===== src/rtl/core/sst_ram.sv =====
// Generic single-port-write, single-port-read RAM with registered read data.
// No dependencies.
`default_nettype none
module sst_ram #(
  parameter int unsigned Width = 8,
  parameter int unsigned Depth = 16
) (
  input  wire logic                     clk,
  input  wire logic                     we,
  input  wire logic [$clog2(Depth)-1:0] waddr,
  input  wire logic [Width-1:0]         wdata,
  input  wire logic [$clog2(Depth)-1:0] raddr,
  output logic      [Width-1:0]         rdata
);
  logic [Width-1:0] mem [Depth];
  always_ff @(posedge clk) begin
    if (we) mem[waddr] <= wdata;
    rdata <= mem[raddr];
  end
endmodule
`default_nettype wire


===== config.mk =====
export PLATFORM = sky130hd
export DESIGN_NAME = sst_ram
export DESIGN_NICKNAME = d
export VERILOG_FILES = /design/src/rtl/core/sst_ram.sv
export SDC_FILE = /design/constraint.sdc
export NUM_CORES = 1
export LEC_CHECK = 0
export BUFFER_PORTS_ARGS = -buffer_cell sky130_fd_sc_hd__buf_2
export CAP_MARGIN = 40
export CORE_UTILIZATION = 40
export CTS_CLUSTER_SIZE = 28
export DETAILED_ROUTE_END_ITERATION = 6
export GPL_TIMING_DRIVEN = 0
export PLACE_DENSITY = 0.59
export SLEW_MARGIN = 10
export SYNTH_ARGS = -nofsm -noshare
export SYNTH_HDL_FRONTEND = slang
export SYNTH_SLANG_ARGS = --single-unit

===== constraint.sdc =====
create_clock -name clk -period 1.5 [get_ports clk]
set_input_delay 0.15 -clock clk [delete_from_list [all_inputs] [get_ports clk]]
set_output_delay 0.15 -clock clk [all_outputs]
set_load 0.01 [all_outputs]

* Word-level counts from Yosys, hierarchy flattened
Memory sizes are Yosys's and may differ from the RTL's. A register that Yosys moved wholly into a read port is not among the register bits. Index checks and enable logic that the tools add are counted. W data, S select, Z words.
Word-level totals: flip-flop bits (word level) 0, RAM bits 128, bits of input ports 18, output and inout port bits 8, word-level logic and storage cells 3, memories 1
Operators by class: mux-type cells 2
Memories:
- mem | words 16, width 8, read ports 1, clocked after memory_dff 1, wr ports 1, RTL line 15 | logic [Width-1:0] mem [Depth];
Operators with widths (number):
- $mux W1 | 2

* Logic depth before layout (Yosys ltp)
Gate-level depths: netlist of the first run.
depth in word-level cells 2, depth in mapped cells 5, gate-level depth less buffers 3

* Worst setup path before layout of the first run
Ideal clock, no wire load.
path type input-to-reg, start input port waddr[2], end memory mem[0][0] (enable), setup time 0.383 ns, arrival time 1.260 ns, setup slack -0.143 ns, stages 2, path buffers 0, path through or3b_2 > nor3_1
RTL lines:
- from (decl) | RTL line 10 | input wire logic [$clog2(Depth)-1:0] waddr,
- to (decl) | RTL line 15
Straight into the memory's write port.

==> results_dict.tcl, run 1 <==
set metrics [dict create \
    skew_ns 0.006037 \
    p_sw_mw 1.631 \
    io_buffers 24 \
    cp.arrival_ns 1.71 \
    finalHoldViolations 0 \
    insertion_delay_ns 0.40 \
    routed_wl_um 9853 \
    grt_pass1_wl_um 14700 \
    fin_crit_sh_pct 95.50 \
    p_sw_share_pct 19.69 \
    avgSynthCellArea_um2 22.48 \
    clockBufferDepth 2 \
    core-area_um2 12570 \
    cts_tree "yes" \
    critPathRequiredTime_ns 1.78 \
    antenna_found_initial 0 \
    drc 0 \
    synth_top_family_by_area "multiplexers" \
    num_rows 41 \
    yosysTopAreaCellShare_pct 74.67 \
    start_util_pct 40.96 \
    fin_nets 293 \
    placed_cells_incl_taps 428 \
    grt_max_degree 17 \
    pwr-share-comb_pct 5.0 \
    ys_seq_elements 136 \
    die_width_um 115.4 \
    grt_pass1_vias 2361 \
    tightest_slew_ns 0.8303 \
    ir_drop_v 0.0008275 \
    cp-end-kind "flop" \
    fmax_mhz 698.0 \
    yosysSeqAreaShare_pct 77.78 \
    drive_above_1_share_pct 26.92 \
    ioPinCount 26 \
    power.leakage_nw 2.001 \
    synth_fa_ha_area_share_pct 0 \
    htree_levels 4 \
    rsz0062_at_grt "false" \
    ys_types 19 \
    startpoint_type "flop" \
    worstSetupPathType "reg2reg" \
    clkTransAtPathRegs_ns 0.05 \
    synth_area_um2 5147 \
    fp.dieH_um 115.4 \
    synthMuxAreaShare_pct 15.02 \
    status "finished, final reports clean" \
    pwr_density_cell_nw_per_um2 1377 \
    period_minus_slack_ns 1.433 \
    antenna_cells 0 \
    synth.most_common_cell "edfxtp_1" \
    vias 2313 \
    max_cap_viol_count 0 \
    synth_xor_area_share_pct 0 \
    synth_ff_type "edfxtp_1" \
    finalPower_mw 8.281 \
    synthSimpleGateAreaFrac_pct 3.184 \
    dp.final_hpwl_um 6321 \
    cts_hold_buf 0 \
    critical_path.max_fanout 1 \
    setup_violations 0 \
    globalplace.congestion 0.6791 \
    synth_largest_area_cell "edfxtp_1" \
    dp_slack_ns -0.3388 \
    drtPass1Iterations 4 \
    post-route-util_pct 47.84 \
    p_int_mw 6.651 \
    synth_fp_nets 247 \
    synth_commonest_cells "edfxtp_1, mux4_2, a22oi_1" \
    pwr-share-seq_pct 51.6 \
    die_area_um2 13330 \
    cts.repair.resized 0 \
    async_flop_share_pct 0 \
    area_delta_synth_final_pct 16.82 \
    postLayoutSetupSlackWorst_ns 0.06744 \
    synth_edf_count 128 \
    postCtsSetupBuffers 0 \
    slew_viol_final 0 \
    ant_nets 0 \
    grt_overflow 0 \
    grt_usage_pct 16.50 \
    cts_inserted_buffers 17 \
    ys_top_cells_by_area "edfxtp_1, mux4_2, mux4_1, dfxtp_1, a22oi_1" \
    fill_cells 1046 \
    via_per_inst 5.050 \
    synth_compound_area_share_pct 2.333 \
    routedWlPerCell_um 21.51 \
    maxSlewHeadroom_pct 44.44 \
    final_design_area_no_fill_um2 6013 \
    clkPwrFrac_pct 43.4 \
    hold_class "in2reg" \
    postPlaceCellArea_um2 5510 \
    yosys_warnings 0 \
    netlist_instances 229 \
    drtIter0Drc 125 \
    fin_cells 458 \
    cts.sinks 136 \
    cts_root_buf "clkbuf_16" \
]
## per-stage QoR
step	setup TNS [ns]	hold slack (ns)
5_1_grt	0	0.1452
3_5_place_dp	-16.95	0.5453
6_report	0	0.1522
2_1_floorplan	0	0.2489
3_3_place_gp	-22.60	0.5441
4_1_cts	0	0.1416
## critical path: stages (launching register included)
cell and delay [ns]:
edfxtp_1 0.35, mux4_1 0.50, a22oi_1 0.36, nand2_1 0.10
## layout by cell type, fill, tap and decap left out
cell               n
a22oi_1           16
and2_1             1
and2b_1            1
buf_2             27
buf_4              4
buf_6              3
bufinv_16          1
clkbuf_1           6
clkbuf_16         17
clkdlybuf4s25_2    3
clkinv_1           4
clkinv_2           2
dfxtp_1            8
edfxtp_1         128
mux4_1            14
mux4_2            18
nand2_1            9
nand2b_1           2
nand3_1            1
nand3b_1           2
nor2_1            13
nor2b_1            1
nor3_1             3
nor3_2             1
or3b_2             1
## sequential cells by signal, summed over array words and instances, names as in the netlist
| signal | count |
|---|---|
| rdata | 8 |
| mem | 128 |
## kinds of logic after synthesis
group | Yosys count
compound gates | 16
simple gates | 35
buf+inv | 10
mux | 32
flops | 136
## power groups by stage
stage	clock (mW)	sequential, mW	combinational, mW
floorplan	0	4.36	0.216
CTS	3.65	4.27	0.425
detailed placement	0	4.35	0.425
global placement	0	4.34	0.413
global route	3.81	4.28	0.452
finish	3.60	4.27	0.414
## path summary, 6_finish.rpt
kind                             from              endpoint  slack, ns  cells after the start
setup / recovery  mem[1][0]$_DFFE_PP_      rdata[0]$_DFF_P_       0.07                      3
hold / removal               wdata[5]  mem[14][5]$_DFFE_PP_       0.15                      1
setup reg to reg  mem[1][0]$_DFFE_PP_      rdata[0]$_DFF_P_       0.07                      3
hold reg to reg   mem[8][3]$_DFFE_PP_      rdata[3]$_DFF_P_       0.69                      3
## routing by layer
metal | track usage (%) | routed length (um) | vias up
met5 | 0 | 0 | -
met4 | 5.195 | 0 | 0
met3 | 4.812 | 365 | 0
met2 | 24.99 | 4791 | 44
met1 | 23.23 | 4696 | 1205
li1 | - | - | 1064
## final cells by class
class | instances | area [um^2] | area share [%]
tap | 172 | 215.2 | 3.579
clock buffer | 23 | 447.9 | 7.449
timing repair buffer | 27 | 142.6 | 2.372
clock inverter | 7 | 55.05 | 0.9155
buffer | 10 | 86.33 | 1.436
sequential | 136 | 4004 | 66.58
multi-input combinational | 83 | 1062 | 17.67
Power figures use the tool's default switching activity.
==> run 2, diff against run 1 <==
Settings changed: MAX_ROUTING_LAYER from default to met4, PLACE_DENSITY 0.59 to 0.57.
Clock period 1.5 ns to 1.6 ns, I/O delays scaled along.
==> run 2 against run 1 <==
Effect of this change:
- utilization is 0.44 points higher
- routed wire length is 0.15% lower
- maximum frequency is 2.8% lower
- first-iteration DRC count is 1.6% lower
- register-to-register slack better by 0.06 ns
==> results_dict.tcl, run 2 (synthesis gave the netlist of run 1 again) <==
set metrics [dict create \
    fmax_mhz 678.8 \
    clkTransAtPathRegs_ns 0.06 \
    power.leakage_nw 2.014 \
    layout_commonest_cell "edfxtp_1" \
    ioPinCount 26 \
    worstSetupPathType "reg2reg" \
    seq_area_um2 4004 \
    maxSlewHeadroom_pct 43.79 \
    insertion_delay_ns 0.41 \
    r2r_slack_ns 0.13 \
    finalHoldViolations 0 \
    slew_viol_final 0 \
    area_delta_synth_final_pct 17.89 \
    skew_ns 0.003460 \
    pwr_density_cell_nw_per_um2 1325 \
    die_area_um2 13330 \
    top_register "mem" \
    status "finished, final reports clean" \
    largest_register_ff_count 128 \
    cts.repair.resized 0 \
    cts_root_buf "clkbuf_16" \
    postPlaceCellArea_um2 5505 \
    fin_crit_sh_pct 92.07 \
    num_rows 41 \
    drtPass1Iterations 4 \
    drtIter0Drc 123 \
    core-area_um2 12570 \
    postLayoutSetupSlackWorst_ns 0.1268 \
    postCtsSetupBuffers 0 \
    cp-end-kind "flop" \
    tightest_slew_ns 0.8401 \
    fp.dieH_um 115.4 \
    fin_tns_setup_ns 0 \
    dp.final_hpwl_um 6372 \
    critical_path.max_fanout 1 \
    fill_cells 1025 \
    post-route-util_pct 48.28 \
    drc 0 \
    final_cell_mix "edfxtp_1, buf_2, mux4_2" \
    routed_wl_um 9838 \
    period_minus_slack_ns 1.473 \
    antenna_cells 0 \
    via_per_inst 5.133 \
    r2r-start "mem[1][0]$_DFFE_PP_" \
    critPathRequiredTime_ns 1.89 \
    placed_cells_incl_taps 427 \
    cts_inserted_buffers 17 \
    fin_cells 459 \
    ant_nets 0 \
    hold_slack_ns 0.1500 \
    hold_class "in2reg" \
    startpoint_type "flop" \
    start_util_pct 40.96 \
    rsz0062_at_grt "false" \
    cp.arrival_ns 1.76 \
    grt_overflow 0 \
    worstHoldStart "wdata[5]" \
    final_design_area_no_fill_um2 6068 \
    vias 2356 \
    crit_path_start "mem[1][0]$_DFFE_PP_" \
    clockBufferDepth 2 \
    fin_nets 292 \
    globalplace.congestion 0.7207 \
    cts_tree "yes" \
    reg_top3 "mem: 128 flops, rdata: 8 flops" \
    max_cap_viol_count 0 \
    routedWlPerCell_um 21.43 \
    grt_pass1_vias 2444 \
    setup_violations 0 \
    grt_pass1_wl_um 14570 \
    grt_usage_pct 17.04 \
    io_buffers 24 \
    htree_levels 4 \
    finalPower_mw 8.040 \
    cts_hold_buf 0 \
    multi_input_area_um2 1067 \
    cts.sinks 136 \
    drive_above_1_share_pct 29.97 \
    grt_max_degree 17 \
    dp_slack_ns -0.2916 \
    die_width_um 115.4 \
    ir_drop_v 0.0007206 \
    antenna_found_initial 0 \
]
[run 2: changes by cell type in the layout (fill, tap and decap cells not counted)]
| cell | previous run | this run |
|---|---|---|
| clkinv_4 | 0 | 1 |
| buf_2 | 27 | 28 |
| buf_4 | 4 | 2 |
| clkinvlp_4 | 0 | 5 |
| clkinv_1 | 4 | 2 |
| bufinv_16 | 1 | 2 |
| nor3_2 | 1 | 2 |
| nor3_1 | 3 | 2 |
| clkinv_2 | 2 | 4 |
| clkbuf_1 | 6 | 1 |
[run 2: path summary, 6_finish.rpt]
check,end,cells past startpoint
max,rdata[0]$_DFF_P_,3
min,mem[6][5]$_DFFE_PP_,1
max reg2reg,rdata[0]$_DFF_P_,3
min reg2reg,rdata[1]$_DFF_P_,3
[run 2: area by class of cell]
type	instances	share of cell area, %
clock buffers	18	7.072
repair buffers	26	2.186
well taps	172	3.546
flip-flops and latches	136	65.98
clock inverters	14	2.206
multi-input cells	83	17.59
plain buffers	10	1.423
[run 2: critical path, stage by stage, from the launching register on]
cell,delay (ns)
edfxtp_1,0.38
mux4_1,0.51
a22oi_1,0.35
nand2_1,0.11
[run 2: metal layers]
metal / wire length [um] / track usage (%) / vias up
met5: 0 / - / -
met4: 263 / 9.351 / 0
met3: 428 / 3.609 / 16
met2: 4795 / 25.79 / 66
met1: 4351 / 21.60 / 1210
li1: - / - / 1064
[run 2: power by group]
part	internal, mW	switching, mW
logic	0.159	0.229
registers	3.98	0.0175
clock network	2.27	1.39
==> run 3, diff against run 2 <==
Settings changed: PLACE_DENSITY 0.57 to default, PLACE_DENSITY_LB_ADDON from default to 0.25.
==> run 3 against run 2 <==
Effect of this change:
- global-route usage down 0.41 points
- sequential cell count unchanged
- sequential share of layout area down 0.16 points
- setup slack worse by 0.0085 ns
- combinational power about the same
- maximum frequency down 0.57%
- first-iteration DRC count up 27%
- critical path depth unchanged
- register-to-register slack better by 0.04 ns
- count of clock-buffer cells in the layout up 5
- critical path type is now in2reg
- highest routed layer unchanged
==> results_dict.tcl, run 3 (synthesis gave the netlist of run 1 again) <==
set metrics [dict create \
    fill_cells 1023 \
    fp.dieH_um 115.4 \
    ir_drop_v 0.0006144 \
    reg_top3 "mem: 128 flops, rdata: 8 flops" \
    cp.arrival_ns 1.51 \
    drive_above_1_share_pct 29.86 \
    postPlaceCellArea_um2 5508 \
    routed_wl_um 9655 \
    globalplace.congestion 0.7133 \
    clockBufferDepth 2 \
    final_cell_mix "edfxtp_1, buf_2, mux4_2" \
    crit_path_start "waddr[2]" \
    cp_cell_sequence "buf_2 -> or3b_2 -> nor2_1" \
    core-area_um2 12570 \
    startpoint_type "input pin" \
    num_rows 41 \
    fin_nets 293 \
    grt_max_degree 17 \
    cts_tree "yes" \
    final_design_area_no_fill_um2 6083 \
    dp.final_hpwl_um 6152 \
    critPathBufInv 1 \
    ant_nets 0 \
    drtIter0Drc 156 \
    postCtsSetupBuffers 0 \
    cts.sinks 136 \
    tightest_slew_ns 0.8660 \
    start_util_pct 40.96 \
    cts_inserted_buffers 17 \
    cts_hold_buf 0 \
    antenna_cells 0 \
    skew_ns 0.006582 \
    r2r-start "mem[7][7]$_DFFE_PP_" \
    maxSlewHeadroom_pct 42.06 \
    cts_root_buf "clkbuf_16" \
    max_stage_delay_ns 0.69 \
    worstSetupPathType "in2reg" \
    clkTransAtPathRegs_ns 0.05 \
    antenna_found_initial 0 \
    top_register "mem" \
    r2r_slack_ns 0.17 \
    grt_pass1_wl_um 14440 \
    drc 0 \
    grt_pass1_vias 2391 \
    fmax_mhz 674.9 \
    finalHoldViolations 0 \
    layout_commonest_cell "edfxtp_1" \
    area_delta_synth_final_pct 18.18 \
    placed_cells_incl_taps 428 \
    io_buffers 24 \
    r2r_end "rdata[7]$_DFF_P_" \
    die_area_um2 13330 \
    grt_usage_pct 16.63 \
    power.leakage_nw 2.043 \
    min_path_cells 1 \
    largest_register_ff_count 128 \
    fin_cells 460 \
    slew_viol_final 0 \
    drtPass1Iterations 4 \
    period_minus_slack_ns 1.482 \
    insertion_delay_ns 0.41 \
    cp-end-kind "flop" \
    critPathRequiredTime_ns 1.63 \
    vias 2384 \
    pwr_density_cell_nw_per_um2 1338 \
    rsz0062_at_grt "false" \
    grt_overflow 0 \
    ioPinCount 26 \
    cp.depth 3 \
    htree_levels 4 \
    cpLargestDelayFamily "simple AND/OR/NAND/NOR gates" \
    via_per_inst 5.183 \
    setup_violations 0 \
    status "finished, final reports clean" \
    routedWlPerCell_um 20.99 \
    critical_path.max_fanout 8 \
    fin_tns_setup_ns 0 \
    hold_class "in2reg" \
    crit_path_top_delay_cell "nor2_1" \
    die_width_um 115.4 \
    max_cap_viol_count 0 \
    fin_crit_sh_pct 92.61 \
    r2r_cells 3 \
    cts.repair.resized 0 \
    crit_path_end "mem[3][0]$_DFFE_PP_" \
    finalPower_mw 8.140 \
]
[run 3: worst reg2reg max path: cells and delay by family, from the launching register on]
family / cells / cell delay (ns)
AOI/OAI and AO/OA: 1 / 0.33
DFF: 1 / 0.36
muxes: 1 / 0.52
and+or+nand+nor: 1 / 0.10
[run 3: through the flow]
stage / util (%) / setup WS (ns) / hold WS, ns
after floorplan: - / 0.1739 / 0.2589
after global placement: 43.66 / -0.3649 / 0.5574
after detailed placement: 43.82 / -0.2767 / 0.5532
after CTS: 48.40 / 0.1364 / 0.1393
after global routing: 48.40 / 0.07768 / 0.1546
final: 48.40 / 0.1183 / 0.1521
[run 3: area by class of cell]
class	instances	area (um^2)	share of cell area, %
well taps	172	215.2	3.538
flip-flops and latches	136	4004	65.82
repair buffers	27	140.1	2.304
plain buffers	10	86.33	1.419
clock inverters	9	97.59	1.604
multi-input cells	83	1062	17.46
clock buffers	23	478.0	7.857
[run 3: where the power goes]
group,switching [mW],internal (mW)
sequential,0.0165,3.99
clock,1.35,2.40
combinational,0.228,0.159
total,1.60,6.54
[run 3: worst min-delay path by stage]
stage	startpoint	endpoint	slack, ns
floorplan	wdata[0]	mem[0][0]$_DFFE_PP_	0.26
global placement	rdata[1]$_DFF_P_	rdata[1]	0.56
detailed placement	rdata[7]$_DFF_P_	rdata[7]	0.55
CTS	wdata[6]	mem[14][6]$_DFFE_PP_	0.14
global route	wdata[6]	mem[14][6]$_DFFE_PP_	0.15
finish	wdata[5]	mem[7][5]$_DFFE_PP_	0.15
[run 3: metal layers]
layer  vias to the layer above  global-route usage [%]  share of wire (%)
li1                       1064                       -                  -
met1                      1230                   21.69                 46
met2                        72                   25.03                 47
met3                        18                   4.027                4.7
met4                         0                   7.186                2.0
met5                         -                       -                  0
